--- src/rtl/core/rrsp_pkg.sv ---
// ----------------------------------------------------------------------------
// rrsp_pkg
// Types, codes and helpers shared by the reply stream parser modules.
// ----------------------------------------------------------------------------
package rrsp_pkg;

    localparam logic [7:0] CH_MINUS  = 8'h2D;
    localparam logic [7:0] CH_PLUS   = 8'h2B;
    localparam logic [7:0] CH_COLON  = 8'h3A;
    localparam logic [7:0] CH_DOLLAR = 8'h24;
    localparam logic [7:0] CH_STAR   = 8'h2A;
    localparam logic [7:0] CH_CR     = 8'h0D;
    localparam logic [7:0] CH_LF     = 8'h0A;
    localparam logic [7:0] CH_ZERO   = 8'h30;
    localparam logic [7:0] CH_NINE   = 8'h39;

    localparam logic [1:0] KIND_PAYLOAD = 2'd0;
    localparam logic [1:0] KIND_DONE    = 2'd1;
    localparam logic [1:0] KIND_ELEM    = 2'd2;
    localparam logic [1:0] KIND_ERROR   = 2'd3;

    localparam logic [2:0] TYPE_ERROR  = 3'd0;
    localparam logic [2:0] TYPE_STATUS = 3'd1;
    localparam logic [2:0] TYPE_INT    = 3'd2;
    localparam logic [2:0] TYPE_STRING = 3'd3;
    localparam logic [2:0] TYPE_ARRAY  = 3'd4;
    localparam logic [2:0] TYPE_NIL    = 3'd5;

    localparam logic [2:0] ERR_NONE     = 3'd0;
    localparam logic [2:0] ERR_UNKNOWN  = 3'd1;
    localparam logic [2:0] ERR_NOT_BULK = 3'd2;
    localparam logic [2:0] ERR_MISMATCH = 3'd3;
    localparam logic [2:0] ERR_TOO_LONG = 3'd4;

    typedef enum logic [10:0] {
        PH_TYPE      = 11'b000_0000_0001,
        PH_LINE      = 11'b000_0000_0010,
        PH_INT       = 11'b000_0000_0100,
        PH_BULK_HDR  = 11'b000_0000_1000,
        PH_BULK_DATA = 11'b000_0001_0000,
        PH_SKIP1     = 11'b000_0010_0000,
        PH_SKIP2     = 11'b000_0100_0000,
        PH_ARR_HDR   = 11'b000_1000_0000,
        PH_ELEM_TYPE = 11'b001_0000_0000,
        PH_ELEM_HDR  = 11'b010_0000_0000,
        PH_ELEM_DATA = 11'b100_0000_0000
    } phase_t;

    typedef struct packed {
        logic [63:0] accum;
        logic        negative;
        logic        bad;
        logic        stopped;
    } num_t;

    typedef struct packed {
        logic [1:0]  kind;
        logic [7:0]  data;
        logic [2:0]  rtype;
        logic        nil;
        logic [63:0] ival;
        logic [31:0] len;
        logic [31:0] idx;
        logic [2:0]  err;
        logic        rend;
        logic        last;
    } res_t;

    function automatic res_t make_res(
        input logic [1:0]  kind,
        input logic [7:0]  data,
        input logic [2:0]  rtype,
        input logic        nil,
        input logic [63:0] ival,
        input logic [31:0] len,
        input logic [31:0] idx,
        input logic [2:0]  err,
        input logic        rend
    );
        res_t r;
        r.kind  = kind;
        r.data  = data;
        r.rtype = rtype;
        r.nil   = nil;
        r.ival  = ival;
        r.len   = len;
        r.idx   = idx;
        r.err   = err;
        r.rend  = rend;
        r.last  = 1'b0;
        return r;
    endfunction

    function automatic logic [63:0] num_value(input num_t n);
        logic [63:0] v;
        if (n.bad)
            v = '1;
        else if (n.negative)
            v = 64'd0 - n.accum;
        else
            v = n.accum;
        return v;
    endfunction

endpackage

--- src/rtl/core/rrsp_num.sv ---
// ----------------------------------------------------------------------------
// rrsp_num
// Decimal number accumulator: one content byte per call, sign, wrap, bad digit.
// ----------------------------------------------------------------------------
module rrsp_num (
    input  rrsp_pkg::num_t cur,
    input  logic [7:0]     ch,
    input  logic           first,
    output rrsp_pkg::num_t nxt
);

    always_comb
    begin
        nxt = cur;
        if (!cur.stopped)
        begin
            if (ch == rrsp_pkg::CH_CR)
            begin
                nxt.stopped = 1'b1;
            end
            else if (first && ch == rrsp_pkg::CH_MINUS)
            begin
                nxt.negative = 1'b1;
            end
            else if (first && ch == rrsp_pkg::CH_PLUS)
            begin
                nxt.negative = cur.negative;
            end
            else if (ch >= rrsp_pkg::CH_ZERO && ch <= rrsp_pkg::CH_NINE)
            begin
                // times ten, then add the digit
                nxt.accum = (cur.accum << 3) + (cur.accum << 1)
                            + {56'd0, ch - rrsp_pkg::CH_ZERO};
            end
            else
            begin
                nxt.bad     = 1'b1;
                nxt.stopped = 1'b1;
            end
        end
    end

endmodule

--- src/rtl/core/resp_reply_stream_parser.sv ---
// ----------------------------------------------------------------------------
// resp_reply_stream_parser
// Parses a reply byte stream into payload, element, done and error transactions.
// ----------------------------------------------------------------------------
// A byte is held in the input register; its results are registered into the result buffer when it is processed.
// Throughput: one byte per cycle while res_stall is low; a byte that yields two results holds the
// input until the two-entry result buffer has drained one of them.
// Reset: asynchronous, active low; parser waits for a type byte, buffers empty.
// ----------------------------------------------------------------------------
module resp_reply_stream_parser #(
    parameter int LENGTH_BITS = 32
) (
    input  logic               clk,
    input  logic               rst_n,
    input  logic               rx_valid,
    output logic               rx_stall,
    input  logic [7:0]         rx_byte,
    output logic               res_valid,
    input  logic               res_stall,
    output logic [1:0]         kind,
    output logic [7:0]         data,
    output logic [2:0]         reply_type,
    output logic               element_nil,
    output logic signed [63:0] integer_value,
    output logic [31:0]        length,
    output logic [31:0]        element_index,
    output logic [2:0]         error_code,
    output logic               reply_end,
    output logic               last_of_run
);

    localparam int LB = LENGTH_BITS;
    localparam logic [LB-1:0] LEN_MASK = {LB{1'b1}};

    // input register
    logic       in_v_reg, in_v_next;
    logic [7:0] in_byte_reg;

    // parser state
    rrsp_pkg::phase_t phase_reg, phase_next;
    logic [2:0]       ctype_reg, ctype_next;
    logic             pend_reg, pend_next;
    rrsp_pkg::num_t   num_reg, num_next, num_fed;
    logic [LB-1:0]    cnt_reg, cnt_next;
    logic [LB-1:0]    exp_reg, exp_next;
    logic [LB-1:0]    tot_reg, tot_next;
    logic [LB-1:0]    elc_reg, elc_next;

    // result buffer
    rrsp_pkg::res_t res0_reg, res0_next, res1_reg, res1_next;
    logic [1:0]     rcnt_reg, rcnt_next;

    logic take, room, proc, accept;

    // step outputs
    rrsp_pkg::res_t r0, r1;
    logic [1:0]     nres;

    logic [1:0]     nc;
    logic [7:0]     c, c0, c1;
    logic           eol;
    logic [63:0]    v;
    logic           vneg, vbig;
    logic [31:0]    cnt32, exp32, tot32, elc32, pidx;
    logic [LB:0]    bulk_cnt;
    logic [LB-1:0]  elc_inc;

    assign take     = (rcnt_reg != 2'd0) && !res_stall;
    assign room     = (rcnt_reg == 2'd0) || (rcnt_reg == 2'd1 && take);
    assign proc     = in_v_reg && room;
    assign rx_stall = in_v_reg && !proc;
    assign accept   = rx_valid && !rx_stall;

    assign c     = in_byte_reg;
    assign v     = rrsp_pkg::num_value(num_reg);
    assign vneg  = v[63];
    assign vbig  = !vneg && (|v[63:LB]);
    assign cnt32 = 32'(64'(cnt_reg));
    assign exp32 = 32'(64'(exp_reg));
    assign tot32 = 32'(64'(tot_reg));
    assign elc32 = 32'(64'(elc_reg));
    assign pidx  = (ctype_reg == rrsp_pkg::TYPE_ARRAY) ? elc32 : 32'd0;
    assign bulk_cnt = {1'b0, cnt_reg} + {{LB{1'b0}}, 1'b1};
    assign elc_inc  = elc_reg + {{(LB-1){1'b0}}, 1'b1};

    rrsp_num u_num (
        .cur   (num_reg),
        .ch    (c0),
        .first (cnt_reg == '0),
        .nxt   (num_fed)
    );

    // split the byte into line content, honoring CR LF as the only line end
    always_comb
    begin
        nc        = 2'd0;
        c0        = c;
        c1        = c;
        eol       = 1'b0;
        pend_next = pend_reg;
        if (pend_reg)
        begin
            if (c == rrsp_pkg::CH_LF)
            begin
                pend_next = 1'b0;
                eol       = 1'b1;
            end
            else if (c == rrsp_pkg::CH_CR)
            begin
                nc = 2'd1;
                c0 = rrsp_pkg::CH_CR;
            end
            else
            begin
                pend_next = 1'b0;
                nc        = 2'd2;
                c0        = rrsp_pkg::CH_CR;
            end
        end
        else if (c == rrsp_pkg::CH_CR)
        begin
            pend_next = 1'b1;
        end
        else
        begin
            nc = 2'd1;
        end
    end

    always_comb
    begin
        phase_next = phase_reg;
        ctype_next = ctype_reg;
        num_next   = num_reg;
        cnt_next   = cnt_reg;
        exp_next   = exp_reg;
        tot_next   = tot_reg;
        elc_next   = elc_reg;
        r0         = '0;
        r1         = '0;
        nres       = 2'd0;

        unique case (phase_reg)
            rrsp_pkg::PH_TYPE:
            begin
                num_next = '0;
                cnt_next = '0;
                case (c)
                    rrsp_pkg::CH_MINUS:
                    begin
                        ctype_next = rrsp_pkg::TYPE_ERROR;
                        phase_next = rrsp_pkg::PH_LINE;
                    end
                    rrsp_pkg::CH_PLUS:
                    begin
                        ctype_next = rrsp_pkg::TYPE_STATUS;
                        phase_next = rrsp_pkg::PH_LINE;
                    end
                    rrsp_pkg::CH_COLON:
                    begin
                        ctype_next = rrsp_pkg::TYPE_INT;
                        phase_next = rrsp_pkg::PH_INT;
                    end
                    rrsp_pkg::CH_DOLLAR:
                    begin
                        ctype_next = rrsp_pkg::TYPE_STRING;
                        phase_next = rrsp_pkg::PH_BULK_HDR;
                    end
                    rrsp_pkg::CH_STAR:
                    begin
                        ctype_next = rrsp_pkg::TYPE_ARRAY;
                        phase_next = rrsp_pkg::PH_ARR_HDR;
                    end
                    default:
                    begin
                        ctype_next = rrsp_pkg::TYPE_ERROR;
                        phase_next = rrsp_pkg::PH_TYPE;
                        r0 = rrsp_pkg::make_res(rrsp_pkg::KIND_ERROR, 8'd0,
                            rrsp_pkg::TYPE_ERROR, 1'b0, 64'd0, 32'd0, 32'd0,
                            rrsp_pkg::ERR_UNKNOWN, 1'b1);
                        nres = 2'd1;
                    end
                endcase
            end

            rrsp_pkg::PH_BULK_DATA:
            begin
                r0 = rrsp_pkg::make_res(rrsp_pkg::KIND_PAYLOAD, c, ctype_reg,
                    1'b0, 64'd0, 32'd0, 32'd0, rrsp_pkg::ERR_NONE, 1'b0);
                nres     = 2'd1;
                cnt_next = bulk_cnt[LB-1:0];
                if (bulk_cnt >= {1'b0, exp_reg})
                    phase_next = rrsp_pkg::PH_SKIP1;
            end

            rrsp_pkg::PH_SKIP1:
            begin
                phase_next = rrsp_pkg::PH_SKIP2;
            end

            rrsp_pkg::PH_SKIP2:
            begin
                phase_next = rrsp_pkg::PH_TYPE;
                r0 = rrsp_pkg::make_res(rrsp_pkg::KIND_DONE, 8'd0,
                    rrsp_pkg::TYPE_STRING, 1'b0, 64'd0, exp32, 32'd0,
                    rrsp_pkg::ERR_NONE, 1'b1);
                nres = 2'd1;
            end

            rrsp_pkg::PH_ELEM_TYPE:
            begin
                if (c == rrsp_pkg::CH_DOLLAR)
                begin
                    num_next   = '0;
                    cnt_next   = '0;
                    phase_next = rrsp_pkg::PH_ELEM_HDR;
                end
                else
                begin
                    phase_next = rrsp_pkg::PH_TYPE;
                    r0 = rrsp_pkg::make_res(rrsp_pkg::KIND_ERROR, 8'd0, ctype_reg,
                        1'b0, 64'd0, 32'd0, 32'd0, rrsp_pkg::ERR_NOT_BULK, 1'b1);
                    nres = 2'd1;
                end
            end

            rrsp_pkg::PH_LINE, rrsp_pkg::PH_ELEM_DATA:
            begin
                if (nc != 2'd0)
                begin
                    if (cnt_reg == LEN_MASK)
                    begin
                        phase_next = rrsp_pkg::PH_TYPE;
                        r0 = rrsp_pkg::make_res(rrsp_pkg::KIND_ERROR, 8'd0,
                            ctype_reg, 1'b0, 64'd0, 32'd0, 32'd0,
                            rrsp_pkg::ERR_TOO_LONG, 1'b1);
                        nres = 2'd1;
                    end
                    else
                    begin
                        r0 = rrsp_pkg::make_res(rrsp_pkg::KIND_PAYLOAD, c0,
                            ctype_reg, 1'b0, 64'd0, 32'd0, pidx,
                            rrsp_pkg::ERR_NONE, 1'b0);
                        nres     = 2'd1;
                        cnt_next = cnt_reg + {{(LB-1){1'b0}}, 1'b1};
                        if (nc == 2'd2)
                        begin
                            nres = 2'd2;
                            if (cnt_next == LEN_MASK)
                            begin
                                phase_next = rrsp_pkg::PH_TYPE;
                                r1 = rrsp_pkg::make_res(rrsp_pkg::KIND_ERROR,
                                    8'd0, ctype_reg, 1'b0, 64'd0, 32'd0, 32'd0,
                                    rrsp_pkg::ERR_TOO_LONG, 1'b1);
                            end
                            else
                            begin
                                r1 = rrsp_pkg::make_res(rrsp_pkg::KIND_PAYLOAD,
                                    c1, ctype_reg, 1'b0, 64'd0, 32'd0, pidx,
                                    rrsp_pkg::ERR_NONE, 1'b0);
                                cnt_next = cnt_reg + {{(LB-2){1'b0}}, 2'd2};
                            end
                        end
                    end
                end
                else if (eol)
                begin
                    if (phase_reg == rrsp_pkg::PH_LINE)
                    begin
                        phase_next = rrsp_pkg::PH_TYPE;
                        r0 = rrsp_pkg::make_res(rrsp_pkg::KIND_DONE, 8'd0,
                            ctype_reg, 1'b0, 64'd0, cnt32, 32'd0,
                            rrsp_pkg::ERR_NONE, 1'b1);
                        nres = 2'd1;
                    end
                    else if (cnt_reg != exp_reg)
                    begin
                        phase_next = rrsp_pkg::PH_TYPE;
                        r0 = rrsp_pkg::make_res(rrsp_pkg::KIND_ERROR, 8'd0,
                            ctype_reg, 1'b0, 64'd0, 32'd0, 32'd0,
                            rrsp_pkg::ERR_MISMATCH, 1'b1);
                        nres = 2'd1;
                    end
                    else
                    begin
                        r0 = rrsp_pkg::make_res(rrsp_pkg::KIND_ELEM, 8'd0,
                            rrsp_pkg::TYPE_STRING, 1'b0, 64'd0, exp32, elc32,
                            rrsp_pkg::ERR_NONE, 1'b0);
                        nres     = 2'd1;
                        elc_next = elc_inc;
                        if (elc_inc >= tot_reg)
                        begin
                            phase_next = rrsp_pkg::PH_TYPE;
                            r1 = rrsp_pkg::make_res(rrsp_pkg::KIND_DONE, 8'd0,
                                rrsp_pkg::TYPE_ARRAY, 1'b0, 64'd0, tot32, 32'd0,
                                rrsp_pkg::ERR_NONE, 1'b1);
                            nres = 2'd2;
                        end
                        else
                        begin
                            phase_next = rrsp_pkg::PH_ELEM_TYPE;
                        end
                    end
                end
            end

            rrsp_pkg::PH_INT, rrsp_pkg::PH_BULK_HDR, rrsp_pkg::PH_ARR_HDR,
            rrsp_pkg::PH_ELEM_HDR:
            begin
                if (nc != 2'd0)
                begin
                    num_next = num_fed;
                    if (cnt_reg != LEN_MASK)
                        cnt_next = cnt_reg + {{(LB-1){1'b0}}, 1'b1};
                    if (nc == 2'd2 && cnt_next != LEN_MASK)
                        cnt_next = cnt_next + {{(LB-1){1'b0}}, 1'b1};
                end
                else if (eol)
                begin
                    if (phase_reg == rrsp_pkg::PH_INT)
                    begin
                        phase_next = rrsp_pkg::PH_TYPE;
                        r0 = rrsp_pkg::make_res(rrsp_pkg::KIND_DONE, 8'd0,
                            rrsp_pkg::TYPE_INT, 1'b0, v, 32'd0, 32'd0,
                            rrsp_pkg::ERR_NONE, 1'b1);
                        nres = 2'd1;
                    end
                    else if (vneg && phase_reg == rrsp_pkg::PH_ELEM_HDR)
                    begin
                        r0 = rrsp_pkg::make_res(rrsp_pkg::KIND_ELEM, 8'd0,
                            rrsp_pkg::TYPE_NIL, 1'b1, 64'd0, 32'd0, elc32,
                            rrsp_pkg::ERR_NONE, 1'b0);
                        nres     = 2'd1;
                        elc_next = elc_inc;
                        if (elc_inc >= tot_reg)
                        begin
                            phase_next = rrsp_pkg::PH_TYPE;
                            r1 = rrsp_pkg::make_res(rrsp_pkg::KIND_DONE, 8'd0,
                                rrsp_pkg::TYPE_ARRAY, 1'b0, 64'd0, tot32, 32'd0,
                                rrsp_pkg::ERR_NONE, 1'b1);
                            nres = 2'd2;
                        end
                        else
                        begin
                            phase_next = rrsp_pkg::PH_ELEM_TYPE;
                        end
                    end
                    else if (vneg)
                    begin
                        phase_next = rrsp_pkg::PH_TYPE;
                        r0 = rrsp_pkg::make_res(rrsp_pkg::KIND_DONE, 8'd0,
                            rrsp_pkg::TYPE_NIL, 1'b0, 64'd0, 32'd0, 32'd0,
                            rrsp_pkg::ERR_NONE, 1'b1);
                        nres = 2'd1;
                    end
                    else if (vbig)
                    begin
                        phase_next = rrsp_pkg::PH_TYPE;
                        r0 = rrsp_pkg::make_res(rrsp_pkg::KIND_ERROR, 8'd0,
                            ctype_reg, 1'b0, 64'd0, 32'd0, 32'd0,
                            rrsp_pkg::ERR_TOO_LONG, 1'b1);
                        nres = 2'd1;
                    end
                    else if (phase_reg == rrsp_pkg::PH_BULK_HDR)
                    begin
                        exp_next   = v[LB-1:0];
                        cnt_next   = '0;
                        phase_next = (v == 64'd0) ? rrsp_pkg::PH_SKIP1
                                                  : rrsp_pkg::PH_BULK_DATA;
                    end
                    else if (phase_reg == rrsp_pkg::PH_ARR_HDR)
                    begin
                        if (v == 64'd0)
                        begin
                            phase_next = rrsp_pkg::PH_TYPE;
                            r0 = rrsp_pkg::make_res(rrsp_pkg::KIND_DONE, 8'd0,
                                rrsp_pkg::TYPE_ARRAY, 1'b0, 64'd0, 32'd0, 32'd0,
                                rrsp_pkg::ERR_NONE, 1'b1);
                            nres = 2'd1;
                        end
                        else
                        begin
                            tot_next   = v[LB-1:0];
                            elc_next   = '0;
                            phase_next = rrsp_pkg::PH_ELEM_TYPE;
                        end
                    end
                    else
                    begin
                        exp_next   = v[LB-1:0];
                        num_next   = '0;
                        cnt_next   = '0;
                        phase_next = rrsp_pkg::PH_ELEM_DATA;
                    end
                end
            end

            default:
            begin
                phase_next = rrsp_pkg::PH_TYPE;
            end
        endcase

        // mark the last result of this byte
        if (nres == 2'd1)
            r0.last = 1'b1;
        if (nres == 2'd2)
            r1.last = 1'b1;
    end

    always_comb
    begin
        in_v_next = in_v_reg;
        if (accept)
            in_v_next = 1'b1;
        else if (proc)
            in_v_next = 1'b0;

        res0_next = res0_reg;
        res1_next = res1_reg;
        rcnt_next = rcnt_reg;
        if (proc)
        begin
            res0_next = r0;
            res1_next = r1;
            rcnt_next = nres;
        end
        else if (take)
        begin
            // advance the second result to the head
            res0_next = res1_reg;
            rcnt_next = rcnt_reg - 2'd1;
        end
    end

    always_ff @(posedge clk or negedge rst_n)
    begin
        if (!rst_n)
        begin
            in_v_reg  <= 1'b0;
            rcnt_reg  <= 2'd0;
            phase_reg <= rrsp_pkg::PH_TYPE;
            ctype_reg <= '0;
            pend_reg  <= 1'b0;
            num_reg   <= '0;
            cnt_reg   <= '0;
            exp_reg   <= '0;
            tot_reg   <= '0;
            elc_reg   <= '0;
        end
        else
        begin
            in_v_reg <= in_v_next;
            rcnt_reg <= rcnt_next;
            if (proc)
            begin
                phase_reg <= phase_next;
                ctype_reg <= ctype_next;
                // an error, a finished line or a change of phase clears the held CR
                pend_reg  <= (phase_next == rrsp_pkg::PH_TYPE
                              || phase_reg == rrsp_pkg::PH_TYPE
                              || phase_reg == rrsp_pkg::PH_ELEM_TYPE) ? 1'b0
                             : pend_next && (phase_reg == phase_next);
                num_reg   <= num_next;
                cnt_reg   <= cnt_next;
                exp_reg   <= exp_next;
                tot_reg   <= tot_next;
                elc_reg   <= elc_next;
            end
        end
    end

    always_ff @(posedge clk)
    begin
        if (accept)
            in_byte_reg <= rx_byte;
        res0_reg <= res0_next;
        res1_reg <= res1_next;
    end

    assign res_valid     = (rcnt_reg != 2'd0);
    assign kind          = res0_reg.kind;
    assign data          = res0_reg.data;
    assign reply_type    = res0_reg.rtype;
    assign element_nil   = res0_reg.nil;
    assign integer_value = res0_reg.ival;
    assign length        = res0_reg.len;
    assign element_index = res0_reg.idx;
    assign error_code    = res0_reg.err;
    assign reply_end     = res0_reg.rend;
    assign last_of_run   = res0_reg.last;

endmodule
--- config.mk ---
export PLATFORM = sky130hd
export DESIGN_NAME = resp_reply_stream_parser
export DESIGN_NICKNAME = d
export VERILOG_FILES = /design/src/rtl/core/rrsp_pkg.sv /design/src/rtl/core/rrsp_num.sv /design/src/rtl/core/resp_reply_stream_parser.sv
export SDC_FILE = /design/constraint.sdc
export NUM_CORES = 1
export LEC_CHECK = 0
export ABC_AREA = 1
export BUFFER_PORTS_ARGS = -buffer_cell sky130_fd_sc_hd__buf_2
export CORE_AREA = 2 2 341 343
export DETAILED_ROUTE_END_ITERATION = 12
export DIE_AREA = 0 0 343 345
export GPL_ROUTABILITY_DRIVEN = 1
export SKIP_LAST_GASP = 1
export SLEW_MARGIN = 20
export SYNTH_ARGS = -nofsm -noshare
export SYNTH_HDL_FRONTEND = slang
export SYNTH_SLANG_ARGS = --single-unit
--- constraint.sdc ---
create_clock -name clk -period 5.4 [get_ports clk]
set_clock_uncertainty 0.05 [all_clocks]
set_input_delay 1.08 -clock clk [delete_from_list [all_inputs] [get_ports clk]]
set_output_delay 1.08 -clock clk [all_outputs]
set_load 0.03 [all_outputs]
==> impl_metrics.ini, run 1 <==
[clock_network]
tritoncts.num_buffers = 53
clock_insertion_delay_worst_skew_ps = 660
cts_root_buf = clkbuf_16
postcts_setup_bufs = 0
clock-sinks = 445
worst_setup_hold_path_clk_slew_ps = 70
cts-htree-levels = 2
bufs_on_longest_clock_path = 3
tritoncts = done

[pwr]
power.share.sequential_pct = 28.6
clockPowerShare_pct = 19.7
power_density_mw_per_mm2 = 523.5
p_int_uw = 10210
comb_power_share_pct = 51.7
ir_worst_vdd_mv = 0.2802
switchingPower_uw = 10140
power.static_leakage_uw = 0.01751
switching_share_pct = 49.84

[cells_and_area]
syn_to_final_growth_pct = 13.47
largest_register_ff_count = 78
ff_latch_area_mm2 = 0.01230
post_layout_nonfiller_instances = 6521
final_nets = 5164
n_antenna_cell = 0
n_fill_cell = 12450
drive_gt1_share_pct = 9.266
multi_input_area_mm2 = 0.01887

[worst_setup_path]
cp-end-kind = register
longest_individual_stage_delay_on_the_worst_path_ps = 400
critical_path_peak_fanout = 5
critPathBufInv = 4
worstSetupPathType = register to register
worstSetupStartpoint = c[1]$_DFFE_PP_
worstReg2RegStart = c[1]$_DFFE_PP_
crit_family = simple AND/OR/NAND/NOR gates
crit_path_top_delay_cell = fa_1
critical_path.startpoint_type = register
data_required_time_at_the_worst_endpoint_ps = 5880
critical_path.most_common_cell = nand2_1
worst_ep_arrival_time_ps = 5410

[timing]
setup_viol = 0
final_max_slew_viol_count = 0
finalCriticalPeriod_ps = 4930
final.hold.worst_slack_ps = 384.5
layout_worst_path_cycle_share_pct = 91.30
timing.fmax_mhz = 202.8
layout_setup_ws_ps = 469.6
relSlewSlack_pct = 38.81
final-hold-violation-count = 0
rsz_0062_raised_after_global_routing = false
totalNegativeSetupSlack_ps = 0
max_slew.worst_pin.slew_ps = 909.4

[route]
postRouteWirelength_mm = 135.7
drc_errors = 0
drt-wirelength-per-cell_um = 20.82
detail_route.iter0.violations = 3259
met3_length_mm = 11.10
firstDrtPassIters = 6
drt-vias-per-instance = 5.206
met2WireLength_mm = 61.01
dr_total_vias = 33949
top_metal_used = met4
met1_length_mm = 56.75
drtAntennaViolNets = 0

[die]
floorplan.die.height_um = 345
core_mm2 = 0.1151
die-area_mm2 = 0.1183
start_util_pct = 29.76
floorplan.die.width_um = 343
design.portCount = 161
core.rowCount = 125

[placement]
placed_cells_incl_taps = 6421
place_ws_ps = 554.0
finalWeightedCongestion = 1.027
post-dp-hpwl_mm = 107.3
port_buffers = 160

[logic_synthesis]
ys_seq_elements = 445
synth_cells = 4825
synth_seq_area_share_pct = 35.89
yosys.area.top_type = edfxtp_1
yosys.area.top_type_share_pct = 20.33
synth.most_common_cell = nand2_1
commonest_cells_post_synth = nand2_1 (1,187), nor2_1 (635), inv_1 (590), nand3_1 (325), o21ai_0 (313)
synth_top_cells_by_area = edfxtp_1 (20%), dfrtp_1 (15%), nand2_1 (13%)
syn_nets = 5037
mappedNetlistArea_mm2 = 0.03426
synth.lib_cells_used.distinct = 63
synth-warning-count = 0
synth.avg_cell_area_um2 = 7.101
ys_async_sr_fraction_pct = 47.87
dominantRegCellSynth = edfxtp_1
synth_edf_count = 232

[flow_run]
timing.max_cap.violations = 0

[global_route]
grt_max_degree = 114
global_route_wire_length_before_repair_mm = 202.3
antenna_violations_before_repair = 1
grt-ovfl-total = 0
grt_pass1_vias = 32238
grtUsageTotal_pct = 22.36

[worst_hold_path]
hold_path.class = primary input to async pin

[status]
status = finished clean
## metrics by stage
step	util [%]	cell area (um^2)	power [uW]
after floorplan	-	34260	12700
after global placement	32.09	36940	16260
after detailed placement	32.09	36940	16240
after CTS	33.76	38870	20310
after global routing	33.77	38880	21660
final	33.77	38880	20350
## logic make-up after synthesis
group	share of synthesized area, %
adders and majority gates	7.435
buffers and inverters	9.254
and+or+nand+nor	31.21
AOI/OAI and AO/OA	12.40
xor gates and xnor gates	3.809
DFF	35.89
## cells in the final DEF, fill, tap and decap left out, types with 9 or more instances in the layout
cell       Yosys  final
nand2_1     1187   1185
nor2_2         8     11
a31oi_1       20     20
inv_1        590    588
o31ai_1       11     11
o21ai_0      313    313
clkinv_2       0     12
buf_4         16     88
buf_2         51    159
o22ai_1       38     38
ha_1         194    194
inv_2         10     11
o211ai_1      32     32
xnor2_1       38     38
a21oi_1      182    182
edfxtp_1     232    232
a22oi_1       37     37
a21o_1         9      9
dfrtp_1      212    211
nor4_1        69     68
nand3b_1      10     10
o21bai_1      12     12
or2_2         11     11
bufinv_16      0      9
nor3_1       132    130
o21ai_1       26     26
nand2_2       10     11
clkbuf_16      0     55
xor2_1       111    111
o21ai_2       31     31
nand3_1      325    323
nor2_1       635    630
nand4_1       86     86
## power groups by stage
stage          Sequential [uW]  Combinational (uW)  Clock [uW]
2_1_floorplan             6690                6010           0
6_report                  5820               10500        4010
3_5_place_dp              5860               10400           0
5_1_grt                   5930               11500        4210
3_3_place_gp              5850               10400           0
4_1_cts                   5800               10400        4090
## repair_timing
action                     4_1_cts  5_1_grt
setup endpoints to repair        0       17
gates resized for setup          0        2
hold buffers                     0        0
## worst paths after layout
path / depth (start not counted) / end / slack (ps)
worst max register to register: 28 / num_reg[59]$_DFFE_PN0P_ / 470
worst min-delay path: 1 / exp32[24]$_DFFE_PN0P_ / 380
worst min register to register: 2 / ctype_reg[2]$_DFFE_PN0P_ / 470
min in group clk: 2 / ctype_reg[2]$_DFFE_PN0P_ / 470
max in group asynchronous: 2 / num_reg[2]$_DFFE_PN0P_ / 3710
worst max-delay path: 28 / num_reg[59]$_DFFE_PN0P_ / 470
## final cells by class
cell class	instances	area share, %
clock inverters	41	1.313
flip-flops and latches	445	31.64
repair buffers	255	4.145
well taps	1524	4.905
clock buffers	59	3.630
inverters	604	5.841
multi-input cells	3593	48.53
## metal layers
layer / vias to the layer above / global-route usage (%)
li1: 16290 / -
met1: 16008 / 29.40
met2: 1370 / 35.31
met3: 281 / 4.282
met4: 0 / 10.28
met5: - / 0
Power figures use the tool's default switching activity.
==> inputs of run 2 (changes only) <==
Settings changed: BUFFER_PORTS_ARGS -buffer_cell sky130_fd_sc_hd__buf_2 to not set, DONT_BUFFER_PORTS set to 1.
==> run 2 against run 1 <==
Effect of this change: sequential power grew 21%; sequential share of layout area grew 0.75 points; critical endpoint is now num_reg[41]$_DFFE_PN0P_; design area shrank 2.3%; worst setup slack lost 89 ps; register-to-register slack lost 90 ps; core utilization shrank 0.78 points; maximum frequency shrank 1.8%; count of clock-buffer cells in the layout grew 1.
==> impl_metrics.ini, run 2 (synthesis results as in run 1) <==
[status]
status = finished clean

[route]
dr_total_vias = 32925
postRouteWirelength_mm = 132.4
drt-wirelength-per-cell_um = 20.80
drt-vias-per-instance = 5.173
drc_errors = 0
firstDrtPassIters = 6
detail_route.iter0.violations = 3389
drtAntennaViolNets = 0

[clock_network]
tritoncts.num_buffers = 50
cts.hold.buffers_added = 0
cts-htree-levels = 2
postcts_setup_bufs = 0
bufs_on_longest_clock_path = 3
clock-sinks = 445
clock_insertion_delay_worst_skew_ps = 650
worst_setup_hold_path_clk_slew_ps = 70
tritoncts = done
cts_root_buf = clkbuf_16

[die]
floorplan.die.height_um = 345
floorplan.die.width_um = 343
design.portCount = 161
start_util_pct = 29.76
die-area_mm2 = 0.1183
core_mm2 = 0.1151
core.rowCount = 125

[worst_setup_path]
critical_path.startpoint_type = register
data_required_time_at_the_worst_endpoint_ps = 5930
worstReg2RegStart = pend_reg$_DFFE_PN0P_
critical_path_peak_fanout = 7
cp-end-kind = register
worstSetupPathType = register to register
worst_ep_arrival_time_ps = 5550
worstSetupStartpoint = pend_reg$_DFFE_PN0P_

[global_route]
grtUsageTotal_pct = 21.79
grt_pass1_vias = 31304
grt_max_degree = 214
global_route_wire_length_before_repair_mm = 197.9
grt-ovfl-total = 0
antenna_violations_before_repair = 5

[flow_run]
timing.max_cap.violations = 0

[placement]
placement.cell_area_mm2 = 0.03617
placed_cells_incl_taps = 6269
finalWeightedCongestion = 1.023
post-dp-hpwl_mm = 104.6
port_buffers = 0

[worst_hold_path]
hold_path.class = primary input to async pin

[timing]
max_slew.worst_pin.slew_ps = 1112
setup_viol = 0
rsz_0062_raised_after_global_routing = false
layout_worst_path_cycle_share_pct = 92.95
totalNegativeSetupSlack_ps = 0
relSlewSlack_pct = 25.75
final.hold.worst_slack_ps = 124.1
finalCriticalPeriod_ps = 5019
timing.fmax_mhz = 199.2
final-hold-violation-count = 0
final_max_slew_viol_count = 0

[cells_and_area]
mostFrequentLayoutCell = nand2_1
most-common-layout-cells = nand2_1 (1,185), nor2_1 (630), inv_1 (588), nand3_1 (324), o21ai_0 (311)
post_layout_nonfiller_instances = 6365
final_nets = 5009
largest_register_ff_count = 78
drive_gt1_share_pct = 6.117
design_area_mm2 = 0.03798
syn_to_final_growth_pct = 10.86

[pwr]
power_density_mw_per_mm2 = 520.1
ir_worst_vdd_mv = 0.3417
power.static_leakage_uw = 0.01677
total_power_uw = 19760
==> run 2: worst paths after layout <==
| kind | endpoint | slack [ps] | cells after the start |
|---|---|---|---|
| min | cnt32[9]$_DFFE_PN0P_ | 120 | 0 |
| min reg2reg | ctype_reg[2]$_DFFE_PN0P_ | 470 | 2 |
| max | num_reg[41]$_DFFE_PN0P_ | 380 | 22 |
| min in group clk | ctype_reg[2]$_DFFE_PN0P_ | 470 | 2 |
| max reg2reg | num_reg[41]$_DFFE_PN0P_ | 380 | 22 |
| max in group asynchronous | elc32[0]$_DFFE_PN0P_ | 4630 | 0 |
==> run 2: metal layers <==
metal | GRT usage, % | part of all wire (%) | wire [um] | vias up
li1 | - | - | - | 15978
met1 | 29.22 | 43 | 57280 | 15535
met2 | 35.29 | 46 | 60860 | 1192
met3 | 3.264 | 6.9 | 9068 | 218
met4 | 8.137 | 3.9 | 5152 | 2
met5 | 0 | 0.0091 | 12 | -
==> run 2: final cells by class <==
| cell class | instances | area, um^2 |
|---|---|---|
| fill | 12391 | 77130 |
| multi-input combinational | 3593 | 18860 |
| sequential | 445 | 12300 |
| inverter | 604 | 2271 |
| tap | 1524 | 1907 |
| clock buffer | 60 | 1341 |
| timing repair buffer | 103 | 835.8 |
| clock inverter | 34 | 464.2 |
| antenna | 2 | 5.005 |
==> run 2: metrics by stage <==
| step | setup slack, ps | utilization, % |
|---|---|---|
| after floorplan | 718.1 | - |
| final | 380.7 | 33.00 |
| after CTS | 417.7 | 32.99 |
| after global placement | 580.3 | 31.42 |
| after global routing | 2.711 | 33.00 |
| after detailed placement | 438.3 | 31.42 |
==> run 2: timing repair <==
action | 4_1_cts | 5_1_grt
hold endpoints to repair | 0 | 0
resized for setup | 0 | 2
setup endpoints to repair | 0 | 2
==> run 2: worst max-delay path: stages (launching register included) <==
cell     delay [ps]
dfrtp_1         460
nor2_1          490
ha_1            280
inv_1            60
xor2_1          450
fa_1            520
inv_1            70
ha_1            270
nand2_1          90
inv_1            40
nand2_1          50
nand2_1         160
a21oi_1         340
o21ai_0         130
buf_4           180
a21oi_1         240
o21ai_0         210
nand2_1         100
nand2_1         120
a31oi_1         240
xor2_1          200
nand3_1         130
nand2_1          90
==> run 2: report_power, final <==
| part | switching [uW] | internal (uW) | total, uW |
|---|---|---|---|
| Clock | 1580 | 2220 | 3810 |
| Sequential | 1970 | 5070 | 7040 |
| Combinational | 6360 | 2550 | 8900 |
